--- src/sv/yaz0_pkg.sv ---
`default_nettype none
package yaz0_pkg;

  localparam int unsigned BEAT_BYTES = 8;
  localparam int unsigned HIST_AW    = 12;
  localparam logic [7:0]  LONG_BIAS  = 8'h12;
  localparam logic [3:0]  SHORT_BIAS = 4'd2;

  typedef enum logic [1:0] {
    ST_IDLE,
    ST_READ,
    ST_WRITE,
    ST_FLUSH
  } state_t;

  // Commands from the controller to the datapath.
  typedef struct packed {
    logic accept;
    logic read;
    logic write;
    logic flush;
    logic finish;
  } cmd_t;

  // Status from the datapath to the controller.
  typedef struct packed {
    logic starts_copy;
    logic is_literal;
    logic run_end;
    logic fill_last;
    logic fill_zero;
    logic slot_free;
  } stat_t;

endpackage
`default_nettype wire

--- src/sv/yaz0_ctrl.sv ---
`default_nettype none
module yaz0_ctrl (
  input  wire logic            clk,
  input  wire logic            rst,
  input  wire logic            in_valid,
  output logic                 in_ready,
  input  wire yaz0_pkg::stat_t stat,
  output yaz0_pkg::cmd_t       cmd
);

  yaz0_pkg::state_t state, state_next;

  always_ff @(posedge clk) begin
    if (rst) begin
      state <= yaz0_pkg::ST_IDLE;
    end else begin
      state <= state_next;
    end
  end

  always_comb begin
    state_next = state;
    unique case (state)
      yaz0_pkg::ST_IDLE: begin
        if (in_valid) begin
          if (stat.starts_copy) begin
            state_next = yaz0_pkg::ST_READ;
          end else if (stat.is_literal) begin
            state_next = yaz0_pkg::ST_FLUSH;
          end
        end
      end
      yaz0_pkg::ST_READ: begin
        state_next = stat.run_end ? yaz0_pkg::ST_FLUSH : yaz0_pkg::ST_WRITE;
      end
      yaz0_pkg::ST_WRITE: begin
        if (!stat.fill_last || stat.slot_free) begin
          state_next = yaz0_pkg::ST_READ;
        end
      end
      yaz0_pkg::ST_FLUSH: begin
        if (stat.fill_zero || stat.slot_free) begin
          state_next = yaz0_pkg::ST_IDLE;
        end
      end
      default: state_next = yaz0_pkg::ST_IDLE;
    endcase
  end

  always_comb begin
    cmd      = '0;
    in_ready = 1'b0;
    unique case (state)
      yaz0_pkg::ST_IDLE: begin
        in_ready   = 1'b1;
        cmd.accept = in_valid;
      end
      yaz0_pkg::ST_READ: begin
        cmd.read = !stat.run_end;
      end
      yaz0_pkg::ST_WRITE: begin
        cmd.write = !stat.fill_last || stat.slot_free;
      end
      yaz0_pkg::ST_FLUSH: begin
        cmd.flush  = !stat.fill_zero && stat.slot_free;
        cmd.finish = stat.fill_zero || stat.slot_free;
      end
      default: cmd = '0;
    endcase
  end

endmodule
`default_nettype wire

--- config.mk ---
export PLATFORM = sky130hd
export DESIGN_NAME = yaz0_ctrl
export DESIGN_NICKNAME = d
export VERILOG_FILES = /design/src/sv/yaz0_pkg.sv /design/src/sv/yaz0_ctrl.sv
export SDC_FILE = /design/constraint.sdc
export NUM_CORES = 1
export LEC_CHECK = 0
export ABC_AREA = 1
export BUFFER_PORTS_ARGS = -buffer_cell sky130_fd_sc_hd__buf_2
export CAP_MARGIN = 30
export CORE_AREA = 2 2 39 41
export CTS_BUF_LIST = sky130_fd_sc_hd__clkbuf_2
export DETAILED_ROUTE_END_ITERATION = 16
export DIE_AREA = 0 0 41 43
export SKIP_LAST_GASP = 1
export SLEW_MARGIN = 20
export SYNTH_ARGS = -nofsm -noshare
export SYNTH_HDL_FRONTEND = slang
export SYNTH_SLANG_ARGS = --single-unit
--- constraint.sdc ---
create_clock -name clk -period 0.95 [get_ports clk]
set_input_delay 0.1425 -clock clk [delete_from_list [all_inputs] [get_ports clk]]
set_output_delay 0.1425 -clock clk [all_outputs]
set_load 0.005 [all_outputs]
; Word-level counts from Yosys, hierarchy flattened
; Cells that the tools add are included.
[op_classes]
n_reduce_logical = 8
eq_ne = 7
mux = 12
[op_table]
columns = op, n
row1 = $mux W2, 6
row2 = $pmux W2 S4, 1
row3 = $ne A2 B2 Y1 const B, 3
row4 = $mux W1, 5
row5 = $eq A2 B2 Y1 const B, 2
row6 = $reduce_and A4 Y1, 1
row7 = $logic_not A1 Y1, 3
row8 = $ne A3 B3 Y1 const B, 1
row9 = $eq A2 B1 Y1 const B, 1
row10 = $logic_not A2 Y1, 1
row11 = $logic_or A1 B1 Y1, 2
row12 = $logic_and A1 B1 Y1, 1
[word_totals]
output_inout_bits = 6
word_cells = 28
regBits = 2
inputBits = 9

; Logic depth before layout (Yosys ltp)
; Gate-level depths: netlist of the first run.
[depth]
depth_word = 4
mapped_depth = 7
ltp_nobuf = 6

; Worst setup path after synthesis of the first run
; No wires, ideal clock.
[synth_path]
path_type = register -> register
from = register state[1]
to = register state[1]
synth_period_minus_slack_ns = 0.865
arrival_time_ns = 0.753
required_time_ns = 0.838
path_slack_ns = 0.085
n_path_buf = 1
path_stages_with_launch = 6
setup_time_ns = 0.112
cell_sequence = dfxtp_1 -> buf_6 -> nor2_4 -> nand2_1 -> a21oi_2 -> nor2_2
[synth_between]
elab_chain_len = 3
elab_cells_between_ends = 10
cone_classes = eq/ne: 7 / mux: 1 / reduce/logical: 2
[synth_lines]
columns = item, line_no
row1 = start: declaration, yaz0_ctrl.sv:11  ; yaz0_pkg::state_t state, state_next;
row2 = start signal: assignment, yaz0_ctrl.sv:15  ; state <= yaz0_pkg::ST_IDLE;
row3 = start signal: assignment, yaz0_ctrl.sv:17  ; state <= state_next;
row4 = $eq A2 B2 Y1 / $logic_not A2 Y1 (equally long branches), yaz0_ctrl.sv:23  ; unique case (state)
row5 = $ne A2 B2 Y1 (no source line) / $ne A3 B3 Y1 (equally long branches), --
row6 = $reduce_and A4 Y1 (no source line), --
; Several ways; a longest one is shown, not always the timed one.
; A chain may end at the register's enable or synchronous reset.

==> impl_metrics.py, run 1 <==
metrics = {
    "floorplan": {
        "core_area_um2": 1380,
        "initial_core_util_pct": 13.6,
        "row_count": 14,
        "die-area_um2": 1760,
        "die_h_um": 43,
        "die_w_um": 41,
        "pin_count": 15,
    },
    "place": {
        "dp_hpwl_um": 390,
        "dpl_worst_slack_ns": -0.0258,
        "place_congestion": 0.729,
        "placed_area_um2": 282,
        "port_buffers": 14,
        "placedCellCount": 60,
    },
    "yosys": {
        "netlist_instances": 29,
        "netlist_top_cells_count": "nand2_1 (4), nor2_1 (3)",
        "async_flop_share_pct": 0,
        "synth-edff-count": 0,
        "syn_area_per_cell_um2": 6.47,
        "synth_area_leaders": "dfxtp_1 (21%), nand2_1 (8.0%), nor3b_1 (8.0%)",
        "ys_warn_count": 0,
        "synth_top_area_share_pct": 21.3,
        "ys.flop_type": "dfxtp_1",
        "yosysMostFrequentCell": "nand2_1",
        "netlist.top_cell.by_area": "dfxtp_1",
        "syn_nets": 38,
        "synth_seq_cells": 2,
        "synth.distinct_cells": 16,
        "seq_area_frac_synth_pct": 21.3,
        "syn_area_um2": 188,
    },
    "power_and_ir_drop": {
        "power-per-cell-area_nw_per_um2": 1330,
        "leakage_nw": 0.182,
        "peakVddDrop_v": 0.000439,
    },
    "global_routing": {
        "grt_pass1_wl_um": 683,
        "grt_overflow": 0,
        "grt_pass1_vias": 197,
        "grt_max_degree": 6,
        "grt_use_total_pct": 6.61,
        "antenna_found_initial": 0,
    },
    "critical_path": {
        "crit_start": "state[1]",
        "start_kind": "register",
        "path_max_fanout": 5,
        "crit_path_end": "cmd[3]",
        "r2r-end": "state[1]",
        "critical_path_required_ns": 0.81,
        "end_kind": "primary output",
        "r2r_start": "state[1]",
        "reg2reg_depth": 5,
        "arrival_ns": 0.94,
        "r2r_slack_ns": 0.03,
        "path_class": "register to primary output",
    },
    "run": {
        "cap_viol_max_count": 0,
    },
    "cts": {
        "clkSinkCount": 2,
        "cts_tree": "built",
        "clockRootBuffer": "clkbuf_2",
        "clk_pin_slew_worst_paths_ns": 0.03,
        "numCtsBuffers": 3,
        "clk_path_buf_depth": 2,
        "insertion_delay_ns": 0.19,
        "htreeDepth": 1,
    },
    "timing": {
        "skew_ns": 0.00110,
        "hold_viol": 0,
        "fin_setup_tns_ns": -0.567,
        "max-slew-margin-rel_pct": 88.4,
        "fin_crit_sh_pct": 114,
        "period_needed_ns": 1.08,
        "slew_violations": 0,
        "tightest_slew_ns": 0.173,
        "rsz0062_at_grt": "yes",
        "fmax_ghz": 0.925,
        "setup_viol_count_final": 6,
        "setup_slack_ns": -0.132,
    },
    "finish": {
        "nNetsFinal": 60,
        "regMostFlops": "state",
        "largest_reg_flops": 2,
        "drive_above_1_share_pct": 69.4,
        "areaGrowthSynthToFinish_pct": 85.3,
        "fin_cells": 65,
        "top_regs": "state: 2 flops",
        "diodes": 0,
        "final_area_um2": 348,
        "fillers": 158,
    },
    "drt": {
        "wl_per_cell_um": 7.86,
        "drtPass1Iterations": 3,
        "vias": 242,
        "drc_errors": 0,
        "vias_per_cell": 3.72,
        "postRouteAntennaNets": 0,
        "totalWireLength_um": 511,
        "drtIter0Drc": 2,
    },
    "worst_hold_path": {
        "min_path_type": "primary input to register",
    },
    "outcome": {
        "status": "finished, violations left",
        "failed_checks": "setup timing",
    },
}
[timing repair]
action / CTS / global route
pin swaps: 1 / 1
endpoints found under the setup margin: 8 / 8
hold buffers: 0 / 0
gates cloned: 0 / 0
gates resized for setup: 9 / 1
setup buffers: 1 / 1
[through the flow]
| stage | hold slack [ns] | utilization (%) | power [mW] |
|---|---|---|---|
| 2_1_floorplan | 0.209 | - | 0.221 |
| 3_3_place_gp | 0.325 | 20.3 | 0.278 |
| 3_5_place_dp | 0.323 | 20.3 | 0.279 |
| 4_1_cts | 0.0983 | 24.2 | 0.465 |
| 5_1_grt | 0.113 | 25.1 | 0.498 |
| 6_report | 0.115 | 25.1 | 0.462 |
[worst min path at each step]
| stage | startpoint | slack, ns | cells past startpoint | end |
|---|---|---|---|---|
| after floorplan | rst | 0.21 | 1 | state[1] |
| after global placement | rst | 0.32 | 2 | state[1] |
| after detailed placement | rst | 0.32 | 2 | state[1] |
| after CTS | rst | 0.1 | 2 | state[1] |
| after global routing | rst | 0.11 | 2 | state[1] |
| final | rst | 0.12 | 2 | state[1] |
[cells by family (layout without fill, tap and decap cells)]
family                 after synthesis  count (layout)  synth area share, %
buffers and inverters                6              26                 18.0
and+or+nand+nor                     16              16                 45.3
DFF                                  2               2                 21.3
AOI/OAI and AO/OA                    5               5                 15.3
[cell usage in the layout (no fill, tap or decap)]
cell type / instances
a21oi_1: 2
a21oi_2: 1
buf_2: 14
buf_4: 2
buf_6: 3
clkbuf_2: 3
dfxtp_2: 1
dfxtp_4: 1
inv_1: 2
inv_2: 2
nand2_1: 4
nand3_1: 2
nor2_1: 3
nor2_2: 2
nor2_4: 1
nor3_2: 2
nor3b_2: 2
o21ai_0: 1
o21ai_1: 1
[power breakdown]
part | leakage (nW) | switching [mW] | total (mW) | internal, mW
Combinational | 0.152 | 0.0907 | 0.206 | 0.115
Sequential | 0.0175 | 0.0179 | 0.118 | 0.100
Clock | 0.0125 | 0.0538 | 0.138 | 0.0843
[cell type report]
class | count | area, um2 | share of cell area [%]
Clock buffer | 3 | 15.0 | 4.32
Inverter | 4 | 15.0 | 4.32
Multi-Input combinational cell | 21 | 134 | 38.5
Sequential cell | 2 | 45.0 | 12.9
Tap cell | 16 | 20.0 | 5.76
Timing Repair Buffer | 19 | 119 | 34.2
[layer usage]
layer	part of all wire (%)	up-vias	GRT usage, %
met4	0	0	10.0
met1	45	99	7.67
met2	47	10	6.56
met5	0	-	0
li1	-	133	-
met3	8.2	0	3.14
[worst max-delay path: stages, from the launching register on]
cell	delay, ns
dfxtp_2	0.33
buf_6	0.13
nor3_2	0.15
buf_2	0.13
No activity file was read; power rests on OpenSTA's default activity.
==> run 2, diff against run 1 <==
- ABC_AREA: 1 -> not set
==> impl_metrics.py, run 2 <==
metrics = {
    "timing": {
        "fin_crit_sh_pct": 116,
        "setup_viol_count_final": 7,
        "tightest_slew_ns": 0.214,
        "slew_violations": 0,
        "rsz0062_at_grt": "yes",
        "skew_ns": 0.00220,
        "hold_viol": 0,
        "fmax_ghz": 0.904,
        "setup_slack_ns": -0.157,
        "period_needed_ns": 1.11,
        "holdWs_ns": 0.135,
        "max-slew-margin-rel_pct": 85.6,
    },
    "place": {
        "dp_hpwl_um": 407,
        "port_buffers": 14,
        "dpl_worst_slack_ns": -0.0629,
        "place_congestion": 0.708,
        "placedCellCount": 54,
        "placed_area_um2": 249,
    },
    "finish": {
        "areaGrowthSynthToFinish_pct": 103,
        "drive_above_1_share_pct": 69.0,
        "largest_reg_flops": 2,
        "diodes": 0,
        "top_regs": "state: 2 flops",
        "regMostFlops": "state",
        "nNetsFinal": 53,
        "final_common_cell": "buf_2",
        "fin_cells": 58,
        "final_area_um2": 308,
        "layout_common_cells": "buf_2 (14), nor2_1 (4), clkbuf_2 (3)",
    },
    "global_routing": {
        "grt_pass1_vias": 211,
        "antenna_found_initial": 0,
        "grt_pass1_wl_um": 731,
        "grt_overflow": 0,
        "grt_max_degree": 7,
        "grt_use_total_pct": 7.00,
    },
    "yosys": {
        "ys.flop_type": "dfxtp_1",
        "synth-edff-count": 0,
        "synth_top_area_share_pct": 26.4,
        "syn_area_per_cell_um2": 6.58,
        "syn_nets": 32,
        "syn_area_um2": 151,
        "async_flop_share_pct": 0,
        "synth_seq_cells": 2,
        "synth_area_leaders": "dfxtp_1 (26%), nor2_1 (9.9%), a21oi_1 (6.6%)",
        "yosysMostFrequentCell": "nor2_1",
        "netlist.top_cell.by_area": "dfxtp_1",
        "netlist_instances": 23,
        "seq_area_frac_synth_pct": 26.4,
        "ys_warn_count": 0,
        "synth.distinct_cells": 15,
    },
    "floorplan": {
        "die_w_um": 41,
        "row_count": 14,
        "core_area_um2": 1380,
        "die-area_um2": 1760,
        "pin_count": 15,
        "initial_core_util_pct": 10.9,
        "die_h_um": 43,
    },
    "critical_path": {
        "end_kind": "primary output",
        "path_class": "register to primary output",
        "crit_path_cell_trace": "or2b_1 > nor2_1 > buf_2",
        "crit_path_top_delay_cell": "dfxtp_2",
        "path_max_fanout": 4,
        "critical_path_required_ns": 0.81,
        "start_kind": "register",
        "critPathMaxStageDelay_ns": 0.34,
        "arrival_ns": 0.96,
    },
    "power_and_ir_drop": {
        "power-per-cell-area_nw_per_um2": 1330,
        "peakVddDrop_v": 0.000428,
        "power.share.clock_pct": 31.8,
        "leakage_nw": 0.150,
        "seq_power_share_pct": 28.5,
        "p_switching_uw": 138,
        "design_power_total_uw": 410,
        "combPwrFrac_pct": 39.7,
        "p_sw_share_pct": 33.6,
        "intPower_uw": 272,
    },
    "drt": {
        "drtIter0Drc": 0,
        "totalWireLength_um": 490,
        "vias_per_cell": 3.97,
        "drc_errors": 0,
        "wl_per_cell_um": 8.45,
        "drtPass1Iterations": 1,
        "vias": 230,
        "postRouteAntennaNets": 0,
    },
    "cts": {
        "clockRootBuffer": "clkbuf_2",
        "clkSinkCount": 2,
        "clk_pin_slew_worst_paths_ns": 0.03,
        "cts_tree": "built",
        "numCtsBuffers": 3,
        "htreeDepth": 1,
        "clk_path_buf_depth": 2,
        "insertion_delay_ns": 0.19,
        "ctsHoldBuffers": 0,
    },
    "outcome": {
        "status": "finished, violations left",
        "failed_checks": "setup timing",
    },
    "worst_hold_path": {
        "min_path_type": "primary input to register",
    },
    "run": {
        "cap_viol_max_count": 0,
    },
}
==> run 2: cell count changes after synthesis, moves of 2 or more <==
cell,change
inv_2,-2
nand2_1,-2
nand3_1,-2
nor2_2,-2
==> run 2: path summary, 6_finish.rpt <==
check	from	endpoint	slack, ns	cells past startpoint
max	state[0]	cmd[3]	-0.16	3
min	rst	state[1]	0.14	2
max reg2reg	state[1]	state[0]	-0.03	3
min reg2reg	state[0]	state[0]	0.59	3
==> run 2: power by group through the flow <==
| stage | sequential [mW] | combinational [mW] | clock (mW) |
|---|---|---|---|
| after global routing | 0.119 | 0.181 | 0.152 |
| final | 0.117 | 0.163 | 0.130 |
| after CTS | 0.116 | 0.133 | 0.141 |
| after global placement | 0.114 | 0.130 | 0 |
| after detailed placement | 0.114 | 0.131 | 0 |
| after floorplan | 0.114 | 0.0648 | 0 |
==> run 2: cell type report <==
| class | count | area, um2 |
|---|---|---|
| sequential | 2 | 45.0 |
| multi-input combinational | 19 | 135 |
| tap | 16 | 20.0 |
| timing repair buffer | 16 | 85.1 |
| clock buffer | 3 | 15.0 |
| inverter | 2 | 7.51 |
| fill | 169 | 1080 |
==> run 2: layer usage <==
metal  wire length (um)  global-route usage, %  part of all wire (%)  vias up
met5                  0                      0                     0        -
met4                  0                   8.00                     0        0
met3                 36                   4.71                   7.3        0
met2                275                   10.0                    56        5
met1                179                   5.40                    37      105
li1                   -                      -                     -      120
==> run 2: logic make-up (layout without fill, tap and decap cells) <==
logic type | Yosys count | in the layout | share of synthesized area (%)
flops | 2 | 2 | 26.4
simple gates | 12 | 12 | 40.5
compound gates | 7 | 7 | 28.1
buf+inv | 2 | 21 | 4.96
==> run 2: through the flow <==
step                util [%]  TNS (ns)
global placement        18.0   -0.0987
global route            22.2     -1.04
finish                  22.2    -0.533
floorplan                  -         0
detailed placement      18.0   -0.0742
CTS                     19.8    -0.658
==> run 2: repair_timing <==
item / CTS / global route
resized for setup: 4 / 6
setup buffers: 0 / 1
endpoints found under the hold margin: 0 / 0
endpoints found under the setup margin: 7 / 8
pin swaps: 1 / 2
==> run 2: critical path: cells and delay by family, from the launching register on <==
kind                   cells  cell delay, ns
AND/OR/NAND/NOR            2            0.32
buffers and inverters      1            0.11
flip-flops                 1            0.34
==> run 3, diff against run 2 <==
- CELL_PAD_IN_SITES_DETAIL_PLACEMENT: not set -> 0
- CELL_PAD_IN_SITES_GLOBAL_PLACEMENT: not set -> 1
- PLACE_DENSITY_LB_ADDON: not set -> 0.1
==> impl_metrics.py, run 3 (synthesis results as in run 2) <==
metrics = {
    "outcome": {
        "status": "finished, violations left",
        "failed_checks": "setup timing",
    },
    "drt": {
        "totalWireLength_um": 562,
        "drc_errors": 0,
        "vias": 234,
        "wl_per_cell_um": 9.53,
        "postRouteAntennaNets": 0,
        "drtPass1Iterations": 2,
        "vias_per_cell": 3.97,
        "drtIter0Drc": 2,
    },
    "global_routing": {
        "antenna_found_initial": 0,
        "grt_overflow": 0,
        "grt_max_degree": 6,
        "grt_pass1_wl_um": 959,
        "grt_pass1_vias": 255,
        "grt_use_total_pct": 8.01,
    },
    "cts": {
        "clkSinkCount": 2,
        "htreeDepth": 1,
        "ctsHoldBuffers": 0,
        "clk_pin_slew_worst_paths_ns": 0.03,
        "clockRootBuffer": "clkbuf_2",
        "clk_path_buf_depth": 2,
        "numCtsBuffers": 3,
        "cts_tree": "built",
        "insertion_delay_ns": 0.19,
    },
    "place": {
        "place_congestion": 0.727,
        "port_buffers": 14,
        "dp_hpwl_um": 441,
        "dpl_worst_slack_ns": -0.0759,
    },
    "finish": {
        "nNetsFinal": 54,
        "layout_common_cells": "buf_2 (14), nor2_1 (4), clkbuf_2 (3), buf_4 (3)",
        "final_common_cell": "buf_2",
        "areaGrowthSynthToFinish_pct": 100,
        "regMostFlops": "state",
        "top_regs": "state: 2 flops",
        "diodes": 0,
        "fillers": 169,
        "drive_above_1_share_pct": 60.5,
        "largest_reg_flops": 2,
    },
    "critical_path": {
        "crit_start": "state[0]",
        "path_buf_inv": 1,
        "r2r_slack_ns": -0.03,
        "r2r_start": "state[0]",
        "path_class": "register to primary output",
        "critPathTopFamily": "flip-flops",
        "arrival_ns": 0.97,
        "end_kind": "primary output",
        "crit_path_end": "cmd[3]",
        "reg2reg_depth": 4,
        "critical_path_required_ns": 0.81,
        "crit_path_top_delay_cell": "dfxtp_4",
        "r2r-end": "state[0]",
        "start_kind": "register",
        "crit_path_cell_trace": "or2b_1 > nor2_1 > buf_2",
        "path_max_fanout": 5,
        "cp_num_cells": 3,
        "critPathMaxStageDelay_ns": 0.35,
    },
    "floorplan": {
        "pin_count": 15,
        "die_w_um": 41,
        "row_count": 14,
        "core_area_um2": 1380,
        "die_h_um": 43,
        "initial_core_util_pct": 10.9,
        "die-area_um2": 1760,
    },
    "timing": {
        "fin_setup_tns_ns": -0.539,
        "max-slew-margin-rel_pct": 89.0,
        "holdWs_ns": 0.121,
        "rsz0062_at_grt": "yes",
        "hold_viol": 0,
        "skew_ns": 0.000663,
        "slew_violations": 0,
        "period_needed_ns": 1.12,
        "fmax_ghz": 0.896,
        "fin_crit_sh_pct": 117,
        "setup_viol_count_final": 7,
        "tightest_slew_ns": 0.164,
        "setup_slack_ns": -0.166,
    },
    "power_and_ir_drop": {
        "peakVddDrop_v": 0.000599,
        "power-per-cell-area_nw_per_um2": 1350,
        "leakage_nw": 0.151,
    },
    "run": {
        "cap_viol_max_count": 0,
    },
    "worst_hold_path": {
        "hp-start": "rst",
        "min_path_type": "primary input to register",
        "hold_depth": 2,
    },
}
run 3: worst register-to-register path, delay by kind of cell, from the launching register on:
family                 cells  cell delay, ns
AOI/OAI and AO/OA          2            0.14
buffers and inverters      1            0.14
DFF                        1            0.35
and+or+nand+nor            1            0.24
run 3: area by class of cell:
type,instances,area [um2],share of cell area [%]
clock buffers,3,15.0,4.96
flip-flops and latches,2,47.5,15.7
repair buffers,17,92.6,30.6
inverters,2,7.51,2.48
well taps,16,20.0,6.61
multi-input cells,19,120,39.7
run 3: worst min-delay path by stage:
stage                to  slack [ns]
6_report       state[0]        0.12
2_1_floorplan  state[0]        0.21
4_1_cts        state[1]        0.11
3_5_place_dp   state[0]        0.33
5_1_grt        state[0]        0.09
3_3_place_gp   state[0]        0.32
run 3: per-layer routing:
layer | share of wire (%) | global-route usage (%) | up-vias
met1 | 37 | 7.96 | 108
met3 | 5.7 | 2.09 | 0
met4 | 0 | 7.33 | 0
li1 | - | - | 122
met5 | 0 | 0 | -
met2 | 57 | 12.5 | 4
run 3: power breakdown:
group / total, mW / switching [mW] / internal, mW
sequential: 0.117 / 0.0155 / 0.101
clock: 0.132 / 0.0481 / 0.0839
combinational: 0.161 / 0.0739 / 0.0868
run 3: through the flow:
step	total power, mW	cell area (um2)	utilization (%)	cells
after CTS	0.419	290	21.0	59
after detailed placement	0.249	249	18.0	54
final	0.410	303	21.9	59
after floorplan	0.178	151	-	23
after global placement	0.250	249	18.0	54
after global routing	0.460	303	21.9	59
run 3: repair_timing:
item / in CTS / in global routing
setup endpoints to repair: 8 / 8
setup buffers: 2 / 1
resized for setup: 5 / 3
pin swaps: 6 / 2
